## src/rtl/core/psstore_pkg.sv

```systemverilog
`timescale 1ns / 1ps
// Shared definitions for the positional sequence store.
// Holds the opcode and status codes and the controller/datapath interface types.
// No dependencies.
package psstore_pkg;

    // Operation codes carried with each request.
    localparam logic [2:0] OP_INS_FRONT = 3'd0;
    localparam logic [2:0] OP_INS_BACK  = 3'd1;
    localparam logic [2:0] OP_INS_POS   = 3'd2;
    localparam logic [2:0] OP_DEL_FRONT = 3'd3;
    localparam logic [2:0] OP_DEL_BACK  = 3'd4;
    localparam logic [2:0] OP_DEL_POS   = 3'd5;
    localparam logic [2:0] OP_DUMP      = 3'd6;

    // Result status codes.
    localparam logic [1:0] ST_OK     = 2'd0;
    localparam logic [1:0] ST_BADPOS = 2'd1;
    localparam logic [1:0] ST_FULL   = 2'd2;
    localparam logic [1:0] ST_EMPTY  = 2'd3;

    // Commands from the controller to the datapath.
    typedef struct packed {
        logic load_cmd;    // capture the incoming request
        logic exec;        // apply a single-result operation and load its result
        logic dump_start;  // clear the dump counter
        logic dump_step;   // emit the front word and rotate the sequence
    } t_dp_cmd;

    // Status from the datapath to the controller.
    typedef struct packed {
        logic dump_go;     // held request is a dump of a non-empty store
        logic dump_last;   // the next dump word is the final one
    } t_dp_status;

endpackage

```

## src/rtl/core/psstore_ctrl.sv

```systemverilog
`timescale 1ns / 1ps
// Controller of the positional sequence store: request holding flag, result
// slot flag and the dump sequencer. Depends on psstore_pkg.
module psstore_ctrl (
    input  logic                    i_clk,
    input  logic                    i_rst_n,
    input  logic                    i_s_tvalid,
    output logic                    o_s_tready,
    output logic                    o_m_tvalid,
    input  logic                    i_m_tready,
    input  psstore_pkg::t_dp_status i_status,
    output psstore_pkg::t_dp_cmd    o_cmd
);

    localparam logic S_IDLE = 1'b0;
    localparam logic S_DUMP = 1'b1;

    logic                 r_state;
    logic                 n_state;
    logic                 r_cmd_full;
    logic                 n_cmd_full;
    logic                 r_out_full;
    logic                 n_out_full;
    logic                 out_free;
    logic                 s_ready;
    psstore_pkg::t_dp_cmd cmd;

    // Next-state and command decode.
    always_comb begin
        out_free   = !r_out_full || i_m_tready;
        cmd        = '0;
        n_state    = r_state;
        n_cmd_full = r_cmd_full;
        n_out_full = r_out_full && !i_m_tready;
        case (r_state)
            S_IDLE: begin
                if (r_cmd_full && out_free) begin
                    if (i_status.dump_go) begin
                        cmd.dump_start = 1'b1;
                        n_state        = S_DUMP;
                    end else begin
                        cmd.exec   = 1'b1;
                        n_out_full = 1'b1;
                        n_cmd_full = 1'b0;
                    end
                end
            end
            S_DUMP: begin
                if (out_free) begin
                    cmd.dump_step = 1'b1;
                    n_out_full    = 1'b1;
                    if (i_status.dump_last) begin
                        n_state    = S_IDLE;
                        n_cmd_full = 1'b0;
                    end
                end
            end
            default: begin
                n_state = S_IDLE;
            end
        endcase
        // A new request may enter as soon as the held one completes, never during reset.
        s_ready      = i_rst_n && (!r_cmd_full || cmd.exec);
        cmd.load_cmd = i_s_tvalid && s_ready;
        if (cmd.load_cmd) begin
            n_cmd_full = 1'b1;
        end
    end

    // Control registers.
    always_ff @(posedge i_clk) begin
        if (!i_rst_n) begin
            r_state    <= S_IDLE;
            r_cmd_full <= 1'b0;
            r_out_full <= 1'b0;
        end else begin
            r_state    <= n_state;
            r_cmd_full <= n_cmd_full;
            r_out_full <= n_out_full;
        end
    end

    assign o_s_tready = s_ready;
    assign o_m_tvalid = r_out_full;
    assign o_cmd      = cmd;

endmodule

```

## src/rtl/core/psstore_dp.sv

```systemverilog
`timescale 1ns / 1ps
// Datapath of the positional sequence store: request register, the row of
// shifting cells, the fill count, the dump counter and the result register.
// Depends on psstore_pkg.
module psstore_dp #(
    parameter int DEPTH      = 16,
    parameter int DATA_WIDTH = 32
) (
    input  logic                    i_clk,
    input  logic                    i_rst_n,
    input  psstore_pkg::t_dp_cmd    i_cmd,
    output psstore_pkg::t_dp_status o_status,
    input  logic [2:0]              i_opcode,
    input  logic signed [31:0]      i_value,
    input  logic [4:0]              i_position,
    output logic [1:0]              o_status_code,
    output logic [4:0]              o_element_count,
    output logic [31:0]             o_element,
    output logic                    o_element_valid,
    output logic                    o_last
);

    localparam int CW   = $clog2(DEPTH + 1);
    localparam int IW   = $clog2(DEPTH);
    localparam int CMPW = ((CW > 5) ? CW : 5) + 1;
    localparam int EXW  = (DATA_WIDTH > 32) ? DATA_WIDTH : 32;

    logic [2:0]            r_cmd_op;
    logic signed [31:0]    r_cmd_value;
    logic [4:0]            r_cmd_pos;
    logic [DATA_WIDTH-1:0] r_cells [DEPTH];
    logic [DATA_WIDTH-1:0] n_cells [DEPTH];
    logic [CW-1:0]         r_count;
    logic [CW-1:0]         n_count;
    logic [CW-1:0]         r_dump_idx;

    logic [1:0]            r_out_status;
    logic [4:0]            r_out_count;
    logic [31:0]           r_out_elem;
    logic                  r_out_ev;
    logic                  r_out_last;

    logic [CMPW-1:0]       pos_w;
    logic [CMPW-1:0]       cnt_w;
    logic [CMPW-1:0]       cntn_w;
    logic [CMPW-1:0]       k_w;
    logic [IW-1:0]         k;
    logic                  is_full;
    logic                  is_empty;
    logic                  do_ins;
    logic                  do_del;
    logic [1:0]            st;
    logic [EXW-1:0]        word_ext;
    logic [DATA_WIDTH-1:0] word;
    logic [EXW-1:0]        elem_ext;
    logic                  dump_last;

    // Request register.
    always_ff @(posedge i_clk) begin
        if (i_cmd.load_cmd) begin
            r_cmd_op    <= i_opcode;
            r_cmd_value <= i_value;
            r_cmd_pos   <= i_position;
        end
    end

    // Operation decode and checks against the fill count.
    always_comb begin
        pos_w    = CMPW'(r_cmd_pos);
        cnt_w    = CMPW'(r_count);
        is_full  = (cnt_w == CMPW'(DEPTH));
        is_empty = (r_count == '0);
        do_ins   = 1'b0;
        do_del   = 1'b0;
        st       = psstore_pkg::ST_OK;
        k_w      = '0;
        case (r_cmd_op)
            psstore_pkg::OP_INS_FRONT: begin
                if (is_full) st = psstore_pkg::ST_FULL;
                else         do_ins = 1'b1;
            end
            psstore_pkg::OP_INS_BACK: begin
                k_w = cnt_w;
                if (is_full) st = psstore_pkg::ST_FULL;
                else         do_ins = 1'b1;
            end
            psstore_pkg::OP_INS_POS: begin
                k_w = pos_w - 1'b1;
                if (is_full) begin
                    st = psstore_pkg::ST_FULL;
                end else if (pos_w == '0 || pos_w > cnt_w + 1'b1) begin
                    st = psstore_pkg::ST_BADPOS;
                end else begin
                    do_ins = 1'b1;
                end
            end
            psstore_pkg::OP_DEL_FRONT: begin
                if (is_empty) st = psstore_pkg::ST_EMPTY;
                else          do_del = 1'b1;
            end
            psstore_pkg::OP_DEL_BACK: begin
                k_w = cnt_w - 1'b1;
                if (is_empty) st = psstore_pkg::ST_EMPTY;
                else          do_del = 1'b1;
            end
            psstore_pkg::OP_DEL_POS: begin
                k_w = pos_w - 1'b1;
                if (is_empty) begin
                    st = psstore_pkg::ST_EMPTY;
                end else if (pos_w == '0 || pos_w > cnt_w) begin
                    st = psstore_pkg::ST_BADPOS;
                end else begin
                    do_del = 1'b1;
                end
            end
            default: begin
                st = psstore_pkg::ST_OK;
            end
        endcase
        k = k_w[IW-1:0];
    end

    // The stored word is the request value sign-extended or cut to the cell width.
    assign word_ext = EXW'(r_cmd_value);
    assign word     = word_ext[DATA_WIDTH-1:0];

    // Each cell picks its neighbour, the new word or itself.
    always_comb begin
        for (int i = 0; i < DEPTH; i++) begin
            n_cells[i] = r_cells[i];
            if (i_cmd.exec && do_ins) begin
                if (IW'(i) == k) begin
                    n_cells[i] = word;
                end else if (i > 0 && IW'(i) > k) begin
                    n_cells[i] = r_cells[(i > 0) ? i - 1 : 0];
                end
            end else if (i_cmd.exec && do_del) begin
                if (i < DEPTH - 1 && IW'(i) >= k) begin
                    n_cells[i] = r_cells[(i < DEPTH - 1) ? i + 1 : i];
                end
            end else if (i_cmd.dump_step) begin
                // Rotate the live words so the front always holds the next one out.
                if (CW'(i + 1) < r_count) begin
                    n_cells[i] = r_cells[(i < DEPTH - 1) ? i + 1 : i];
                end else if (CW'(i + 1) == r_count) begin
                    n_cells[i] = r_cells[0];
                end
            end
        end
    end

    always_ff @(posedge i_clk) begin
        r_cells <= n_cells;
    end

    // Fill count and dump counter.
    always_comb begin
        n_count = r_count;
        if (i_cmd.exec && do_ins) begin
            n_count = r_count + 1'b1;
        end else if (i_cmd.exec && do_del) begin
            n_count = r_count - 1'b1;
        end
    end

    always_ff @(posedge i_clk) begin
        if (!i_rst_n) begin
            r_count    <= '0;
            r_dump_idx <= '0;
        end else begin
            r_count <= n_count;
            if (i_cmd.dump_start) begin
                r_dump_idx <= '0;
            end else if (i_cmd.dump_step) begin
                r_dump_idx <= r_dump_idx + 1'b1;
            end
        end
    end

    assign dump_last = (CW'(r_dump_idx + 1'b1) == r_count);
    assign cntn_w    = CMPW'(n_count);
    assign elem_ext  = EXW'(r_cells[0]);

    // Result register, loaded by a single-result operation or by a dump step.
    always_ff @(posedge i_clk) begin
        if (i_cmd.exec) begin
            r_out_status <= st;
            r_out_count  <= cntn_w[4:0];
            r_out_elem   <= '0;
            r_out_ev     <= 1'b0;
            r_out_last   <= 1'b1;
        end else if (i_cmd.dump_step) begin
            r_out_status <= psstore_pkg::ST_OK;
            r_out_count  <= cnt_w[4:0];
            r_out_elem   <= elem_ext[31:0];
            r_out_ev     <= 1'b1;
            r_out_last   <= dump_last;
        end
    end

    assign o_status.dump_go   = (r_cmd_op == psstore_pkg::OP_DUMP) && !is_empty;
    assign o_status.dump_last = dump_last;
    assign o_status_code      = r_out_status;
    assign o_element_count    = r_out_count;
    assign o_element          = r_out_elem;
    assign o_element_valid    = r_out_ev;
    assign o_last             = r_out_last;

endmodule

```

## src/rtl/core/positional_sequence_store.sv

```systemverilog
`timescale 1ns / 1ps
// Positional sequence store: an ordered list of up to DEPTH words with
// positional insert and delete and a dump of the whole list.
// Channels: requests enter on the s_axis group (tuser = opcode, tdata = value
// and 1-based position); results leave on the m_axis group with tlast marking
// the final result of each request. Every request but a dump of a non-empty
// list yields one result carrying status and element count; such a dump yields
// one result per stored word, front first, with element_valid set.
// Flow: an accepted request waits in the request register until the result
// register is free, then executes and loads its result onto the master side.
// Insert and delete shift every cell in parallel, so one request per cycle is
// sustained while the receiver keeps up. A dump holds the request register
// while it runs: first the sequencer starts, then one word a cycle follows while
// the receiver keeps up, set by the single rotating read of the front cell.
// A stalled receiver holds the result register; one further request is taken
// into the request register and waits there.
// Reset clears the count, the dump sequencer and both valid flags, and holds
// the request side not ready; the cells themselves are not cleared and only
// live entries are ever read.
// Depends on psstore_pkg, psstore_ctrl and psstore_dp.
module positional_sequence_store #(
    parameter int DEPTH      = 16,
    parameter int DATA_WIDTH = 32
) (
    input  logic        i_clk,
    input  logic        i_rst_n,
    input  logic        i_s_axis_tvalid,
    output logic        o_s_axis_tready,
    input  logic [39:0] i_s_axis_tdata,   // value[31:0], position[36:32], zero pad
    input  logic [2:0]  i_s_axis_tuser,   // opcode[2:0]
    output logic        o_m_axis_tvalid,
    input  logic        i_m_axis_tready,
    output logic [39:0] o_m_axis_tdata,   // element_count[4:0], element[36:5], zero pad
    output logic [2:0]  o_m_axis_tuser,   // status[1:0], element_valid[2]
    output logic        o_m_axis_tlast
);

    psstore_pkg::t_dp_cmd    w_cmd;
    psstore_pkg::t_dp_status w_status;
    logic [1:0]              w_status_code;
    logic [4:0]              w_count;
    logic [31:0]             w_element;
    logic                    w_element_valid;
    logic                    w_last;

    // Handshake control and dump sequencing.
    psstore_ctrl u_ctrl (
        .i_clk      (i_clk),
        .i_rst_n    (i_rst_n),
        .i_s_tvalid (i_s_axis_tvalid),
        .o_s_tready (o_s_axis_tready),
        .o_m_tvalid (o_m_axis_tvalid),
        .i_m_tready (i_m_axis_tready),
        .i_status   (w_status),
        .o_cmd      (w_cmd)
    );

    // Storage, operation checks and result register.
    psstore_dp #(
        .DEPTH      (DEPTH),
        .DATA_WIDTH (DATA_WIDTH)
    ) u_dp (
        .i_clk           (i_clk),
        .i_rst_n         (i_rst_n),
        .i_cmd           (w_cmd),
        .o_status        (w_status),
        .i_opcode        (i_s_axis_tuser),
        .i_value         (i_s_axis_tdata[31:0]),
        .i_position      (i_s_axis_tdata[36:32]),
        .o_status_code   (w_status_code),
        .o_element_count (w_count),
        .o_element       (w_element),
        .o_element_valid (w_element_valid),
        .o_last          (w_last)
    );

    // Result packing.
    assign o_m_axis_tdata = {3'b000, w_element, w_count};
    assign o_m_axis_tuser = {w_element_valid, w_status_code};
    assign o_m_axis_tlast = w_last;

`ifndef SYNTH
    // A dumped word always reports success.
    a_dump_ok: assert property (@(posedge i_clk) disable iff (!i_rst_n)
        (o_m_axis_tvalid && o_m_axis_tuser[2]) |-> (o_m_axis_tuser[1:0] == psstore_pkg::ST_OK))
        else $error("dumped word carries a non-ok status");

    // Any result that is not a dumped word is the only result of its request.
    a_single_last: assert property (@(posedge i_clk) disable iff (!i_rst_n)
        (o_m_axis_tvalid && !o_m_axis_tuser[2]) |-> o_m_axis_tlast)
        else $error("single result without last");

    // No new request is taken while a dump is streaming out.
    a_dump_blocks: assert property (@(posedge i_clk) disable iff (!i_rst_n)
        w_cmd.dump_step |-> !o_s_axis_tready)
        else $error("request accepted during dump");
`endif

endmodule
```

## config.mk

```make
export PLATFORM = sky130hd
export DESIGN_NAME = positional_sequence_store
export DESIGN_NICKNAME = d
export VERILOG_FILES = /design/src/rtl/core/psstore_pkg.sv /design/src/rtl/core/psstore_ctrl.sv /design/src/rtl/core/psstore_dp.sv /design/src/rtl/core/positional_sequence_store.sv
export SDC_FILE = /design/constraint.sdc
export NUM_CORES = 1
export LEC_CHECK = 0
export ABC_CLOCK_PERIOD_IN_PS = 5500
export BUFFER_PORTS_ARGS = -buffer_cell sky130_fd_sc_hd__buf_2
export CELL_PAD_IN_SITES_DETAIL_PLACEMENT = 2
export CELL_PAD_IN_SITES_GLOBAL_PLACEMENT = 2
export CORE_ASPECT_RATIO = 2
export CORE_MARGIN = 10
export CORE_UTILIZATION = 38
export DETAILED_ROUTE_END_ITERATION = 12
export PLACE_DENSITY = 0.75
export REMOVE_ABC_BUFFERS = 1
export SLEW_MARGIN = 20
export SYNTH_ARGS = -nofsm -noshare
export SYNTH_HDL_FRONTEND = slang
export SYNTH_SLANG_ARGS = --single-unit
```

## constraint.sdc

```tcl
create_clock -name i_clk -period 5.5 [get_ports i_clk]
set_input_delay 0.825 -clock i_clk [delete_from_list [all_inputs] [get_ports i_clk]]
set_output_delay 0.825 -clock i_clk [all_outputs]
set_load 0.01 [all_outputs]
```

After elaboration in Yosys (flattened, before gate mapping). Index checks and enable logic that the tools add are counted.

Register bits: 606. Output and inout bits: 46. Word-level logic and storage cells: 386.

Add/subtract/negate cells: 6. Order comparisons: 48. Equality and inequality tests: 75. Muxes and demuxes: 167. Bitwise operators: 2. Reductions and logical operators: 59.

Operator list (count): $mux W32 (125); $reduce_and A4 Y1 (16); $reduce_bool A4 Y1 (14); $ne A3 B3 Y1 const B (14); $eq A4 B5 Y1 const A (8); $lt A4 B5 Y1 const A (8); $ne A3 B2 Y1 const B (12); $eq A4 B4 Y1 const A (8); $gt A4 B4 Y1 const A (8); $ge A4 B4 Y1 const A (7); $ne A3 B1 Y1 const B (8); $mux W1 (23); $eq A3 B5 Y1 const A (4); $lt A3 B5 Y1 const A (4); $mux W5 (4); $eq A3 B4 Y1 const A (4); $ge A3 B4 Y1 const A (4); $gt A3 B4 Y1 const A (4); $mux W2 (8); $pmux W4 S3 (1); $add A5 B1 Y5 const B (2); $eq A2 B5 Y1 const A (2); $logic_not A5 Y1 (2); $lt A2 B5 Y1 const A (2); other kinds (32) (65).

Depth between registers and ports, before layout.
Depth after elaboration: 11. Mapped depth: 15.

By module. From an unflattened synthesis, not the netlist that was laid out.

Cell total of the unflattened synthesis: 3927. Area, all modules: 37148.1 sq um.

Modules (own cells, without submodules): psstore_dp (instances 1, cells each 3898, area an instance 36921.7 sq um, sequential area each 17666.9 sq um); psstore_ctrl (instances 1, cells each 24, area an instance 192.7 sq um, sequential area each 60.1 sq um); positional_sequence_store (instances 1, cells each 5, area an instance 33.8 sq um, sequential area each 0.0 sq um).

Worst setup path before layout. OpenSTA, ideal clock, no wires.

Kind: register -> register. Start: register u_dp.r_count[3]. End: register u_dp.r_cells[320] (netlist name) (enable). Setup time: 470 ps. Arrival: 5436 ps. Setup slack: -406 ps. Cell stages (with the launch flop): 15. Buffers on the path: 3. Period minus slack after synthesis: 5906 ps. Path through: dfxtp_1 -> buf_2 -> clkinv_1 -> nor2_1 -> nand2_1 -> xnor2_1 -> ha_1 -> and3_1 -> and3_1 -> a221oi_1 -> o41ai_4 -> clkbuf_1 -> clkbuf_1 -> a311oi_1 -> a211oi_1.

Longest elaborated chain between the ends: 9. Elaborated cells on any way between the ends: 34. Those cells by class: add/sub (2); order compare (5); eq/ne (5); mux (12); reduce/logical (10).

RTL lines: start: declaration (RTL line psstore_dp.sv:33) `logic [CW-1:0] r_count;`; start signal: assignment (RTL line psstore_dp.sv:171) `r_count <= n_count;`; $add A5 B1 Y6 or $logic_not A5 Y1 (tied branches) (RTL line psstore_dp.sv:91, psstore_dp.sv:72); $gt A5 B6 Y1 or $logic_not A1 Y1 (tied branches) (RTL line psstore_dp.sv:91, psstore_dp.sv:201); $logic_or A1 B1 Y1 or $logic_and A1 B1 Y1 (tied branches) (RTL line psstore_dp.sv:91, psstore_dp.sv:201); $mux W1, on equally long branches (RTL line psstore_dp.sv:91, psstore_ctrl.sv:38); $mux W1 or $mux W2 (tied branches) (RTL line psstore_dp.sv:89, psstore_ctrl.sv:37); $pmux W1 S2 or $mux W2 (tied branches) (RTL line psstore_dp.sv:77, psstore_ctrl.sv:35); $logic_and A1 B1 Y1, on equally long branches (RTL line psstore_dp.sv:131, psstore_dp.sv:137); $ne A3 B3 Y1 (no source line), or another cell as far along; $reduce_and A4 Y1 (no source line) *; end signal: assignment (RTL line psstore_dp.sv:153) `r_cells <= n_cells;`; end: declaration (RTL line psstore_dp.sv:31) `logic [DATA_WIDTH-1:0] r_cells [DEPTH];`.

Mark *: on every way between the ends. The rest lies on a longest branch, timed or not. A chain may end at the register's enable or synchronous reset.

Worst setup path in the final report.
Start: register u_dp.r_cmd_op[2]. End: register u_dp.r_cells[59] (netlist name) (enable).

Longest elaborated chain between the ends: 8. Elaborated cells on any way between the ends: 27. Those cells by class: order compare (2); eq/ne (9); mux (6); reduce/logical (10).

RTL lines: start: declaration (RTL line psstore_dp.sv:28) `logic [2:0] r_cmd_op;`; start signal: assignment (RTL line psstore_dp.sv:61) `r_cmd_op <= i_opcode;`; branches (longest 7 deep; another with $gt A4 B4 Y1); $reduce_and A4 Y1 (no source line) *.

Every way passes the cells marked *.

==> results.txt <==
----------------------------------------------------
[Synth]
  Commonest register cell after synthesis ... sky130_fd_sc_hd__edfxtp_1
  Post-synthesis sequential area ratio ... 0.512
  #FFs+latches synth ... 606
  Mapped Area ... 0.0346 mm²
  Commonest cells in the netlist ... sky130_fd_sc_hd__edfxtp_1, sky130_fd_sc_hd__nand2_1, sky130_fd_sc_hd__clkbuf_1
  Main area contributors after synthesis ... sky130_fd_sc_hd__edfxtp_1, sky130_fd_sc_hd__a211oi_1, sky130_fd_sc_hd__mux2i_1, sky130_fd_sc_hd__a21oi_1, sky130_fd_sc_hd__nor3_1
  Async set or reset register ratio after synthesis ... 0
  Ys Warns ... 0
  Count of different cell masters after synthesis ... 75
  Number of instances in the synthesized netlist ... 3370
  Leading cell type by number of instances after synthesis ... sky130_fd_sc_hd__edfxtp_1
  Portion of synthesized cell area occupied by the leading cell type ... 0.485
  Number of enable-type register cells in the synthesized netlist ... 559
  Syn Area/Cell ... 10.3 µm²
  Cell type with the highest aggregate area in the netlist ... sky130_fd_sc_hd__edfxtp_1

[Global routing]
  Global routing usage on met3 ... 0.0435
  Antenna violations before repair ... 4
  All-layer global routing usage ... 0.294
  Met2 usage in global routing ... 0.513
  First-pass GRT wire length ... 229 mm
  Global route overflow ... 0
  Number of global-route vias before repair ... 34000
  Grt met1 use ... 0.321
  Maximum number of pins on one net before global-route repair ... 238
  GR peak layer ... met2

[Clock tree]
  H-tree level count ... 2
  Inserted Clock Buffers ... 60
  Post-CTS clock slew at the launch and capture registers of the worst setup and hold paths ... 0.07 ns
  Maximum buffer depth of the clock tree ... 3
  Clock tree from TritonCTS ... yes
  Root buffer cell ... sky130_fd_sc_hd__clkbuf_16
  Buffer count from post-CTS setup fixing ... 0
  Number of hold buffers added after cts ... 0
  Skew-Pair Late Insertion Delay ... 0.66 ns
  Number of clock sinks seen by CTS ... 606
  Number of gates resized after CTS ... 0

[Detailed routing]
  Drt pass-1 iters ... 5
  Count of antenna-violating nets left after detailed routing ... 0
  Via count normalized by instance count ... 6.93
  Number of violations reported at the end of detailed-routing iteration 0 ... 2926
  Total wirelength of the detailed-routed design ... 158 mm
  Number of vias in the routed layout ... 31000
  Number of design rule violations left after detail routing ... 0
  Average wire length per cell after detail routing ... 35.2 µm

[Finish]
  Number of filler instances in the final layout ... 9341
  Final-stage net count ... 3298
  Share of post-route cells with drive strength above 1 ... 0.128
  Layout overhead on the synthesized area ... 11.5%
  Final standard cell area without fillers ... 0.0386 mm²

[STA]
  Setup total negative slack ... 0 ns
  Maximum clock frequency ... 217 MHz
  Final setup violation count ... 0
  Final-report hold violation count ... 0
  Headroom to the max-slew limit ... 0.227
  Slew @ Worst Pin ... 1.16 ns
  Max Transition Viols Final ... 0
  Post-route fraction of the period consumed by the critical path ... 0.838
  RSZ-0062 raised after global routing ... no
  Hold Worst Slack ... 0.331 ns
  Fin Clk Skew ... 0.0231 ns
  Clock period minus final worst setup slack ... 4.61 ns

[Die]
  Width of the chip ... 233 µm
  Floorplan row count ... 156
  Area of the core region ... 0.0904 mm²
  Top Ports ... 93
  Initial Util ... 0.383
  Total die area ... 0.104 mm²
  Die outline height ... 447 µm

[Job]
  Maxcap violations ... 0

[Worst setup path]
  CP arrival ... 4.98 ns
  Series of cell instances along the critical path ... buf_4 > nor3_1 > a21oi_1 > o2bb2ai_1 > ha_1 > or3b_2 > o221ai_1 > o21ai_1 > nand2b_1 > nor3_4 > buf_12 > o22ai_4 > buf_4
  Startpoint Class ... flip-flop
  Most common cell on crit path ... sky130_fd_sc_hd__buf_4
  Dominant delay contributor by cell family on the critical path ... simple AND/OR/NAND/NOR gates
  Required time of the worst setup path ... 5.87 ns
  Element type at the critical path end ... flip-flop
  Worst-path cell with the longest stage delay ... sky130_fd_sc_hd__edfxtp_1
  Max FO, Critical Path ... 28
  Type of the worst setup path ... reg -> reg
  Worst stage delay on the critical path ... 0.64 ns
  Worst path buffer plus inverter count ... 3

[Power and ir drop]
  Areal power density over the cells ... 329 mW/mm²
  Leak pwr ... 13.0 nW
  Max VDD drop ... 254 µV

[Placed design]
  Buffers added on ports ... 86
  Final weighted congestion of routability-driven global placement ... 0.856
  Post-detail-place hpwl ... 89.8 mm
  Placed standard-cell area ... 0.0367 mm²

[Outcome]
  Outcome ... finished, final reports clean

[Hold path]
  Worst min-delay path class ... in -> reg

----------------------------------------------------
final timing paths:
path,start,endpoint,slack (ns),cells after the start
setup / recovery,u_dp.r_cmd_op[2],u_dp.r_cells[59],0.89,13
hold / removal,i_s_axis_tdata[6],u_dp.r_cmd_value[6],0.33,1
setup reg to reg,u_dp.r_cmd_op[2],u_dp.r_cells[59],0.89,13
hold reg to reg,u_dp.o_element[14],u_dp.o_element[14],0.46,2
kinds of logic (layout without fill, tap and decap cells):
family,Yosys count,count (layout),share of synthesized area
AO/OA/AOI/OAI,1160,1160,0.233
XOR/XNOR,17,17,0.00430
adder cells (fa/ha/maj),18,18,0.00651
buffers and inverters,412,323,0.0492
flip-flops,606,606,0.512
multiplexers,226,226,0.0698
other,1,5,0.000108
AND/OR/NAND/NOR,930,930,0.125
stage by stage:
step                      worst slack [ns]  utilization  power [mW]  std cells
after floorplan                     -16.01            -        7.33       2971
after global placement                1.03        0.405        8.26       4354
after detailed placement             0.939        0.406        8.44       4355
after CTS                            0.912        0.427        12.7       4467
after global routing                 0.705        0.427        13.0       4469
final                                0.890        0.427        12.7       4470
routing by layer:
layer / vias to the layer above / wire length (µm)
met1: 16100 / 55500
met3: 629 / 10500
met5: - / 36
met2: 1544 / 79000
li1: 12700 / -
met4: 6 / 12500
cells in the final DEF (no fill, tap or decap), types with 6 or more instances in the layout:
cell type                   instances
sky130_fd_sc_hd__clkinv_2           9
sky130_fd_sc_hd__nand2b_1          14
sky130_fd_sc_hd__edfxtp_1         559
sky130_fd_sc_hd__nand2_1          328
sky130_fd_sc_hd__a21boi_0         128
sky130_fd_sc_hd__nor2_4             6
sky130_fd_sc_hd__nor3_1           266
sky130_fd_sc_hd__ha_1              18
sky130_fd_sc_hd__a31oi_1          132
sky130_fd_sc_hd__a221o_1           65
sky130_fd_sc_hd__clkinv_1          14
sky130_fd_sc_hd__mux2i_1          193
sky130_fd_sc_hd__a21oi_1          274
sky130_fd_sc_hd__xnor2_1           13
sky130_fd_sc_hd__nor2_1           122
sky130_fd_sc_hd__nand4_1            6
sky130_fd_sc_hd__a22oi_1           97
sky130_fd_sc_hd__buf_12            35
sky130_fd_sc_hd__mux2_4            30
sky130_fd_sc_hd__clkbuf_16         61
sky130_fd_sc_hd__inv_1              8
sky130_fd_sc_hd__dfxtp_1           47
sky130_fd_sc_hd__nand3_1           40
sky130_fd_sc_hd__o21ai_0           77
sky130_fd_sc_hd__a221oi_1          34
sky130_fd_sc_hd__a211oi_1         258
sky130_fd_sc_hd__buf_4             77
sky130_fd_sc_hd__and2_1             7
sky130_fd_sc_hd__a211oi_2          30
sky130_fd_sc_hd__nand2_2            8
sky130_fd_sc_hd__clkbuf_1          16
sky130_fd_sc_hd__o21ai_4            6
sky130_fd_sc_hd__buf_2             86
sky130_fd_sc_hd__and3_1            97
final cells by class:
class | instances | area [µm²] | share of cell area
clock inverters | 30 | 255 | 0.00661
clock buffers | 82 | 1660 | 0.0429
repair buffers | 200 | 1760 | 0.0457
inverters | 11 | 41.3 | 0.00107
flip-flops and latches | 606 | 17700 | 0.459
multi-input cells | 2354 | 15700 | 0.406
diodes | 2 | 5.00 | 0.000130
well taps | 1185 | 1480 | 0.0384
sequential cells by signal, summed over array words and instances (netlist names), 2 cells and up:
register / count
u_dp.elem_ext: 32
u_dp.o_element: 32
u_dp.o_element_count: 5
u_dp.o_status_code: 2
u_dp.r_cells: 480
u_dp.r_cmd_op: 3
u_dp.r_cmd_pos: 5
u_dp.r_cmd_value: 32
u_dp.r_count: 5
u_dp.r_dump_idx: 5
power breakdown:
| part | total (mW) | switching, mW | internal [mW] |
|---|---|---|---|
| logic | 2.76 | 1.88 | 0.879 |
| registers | 5.67 | 0.219 | 5.45 |
| clock network | 4.25 | 1.96 | 2.29 |
Note: power is estimated with default switching activity, not from simulation.
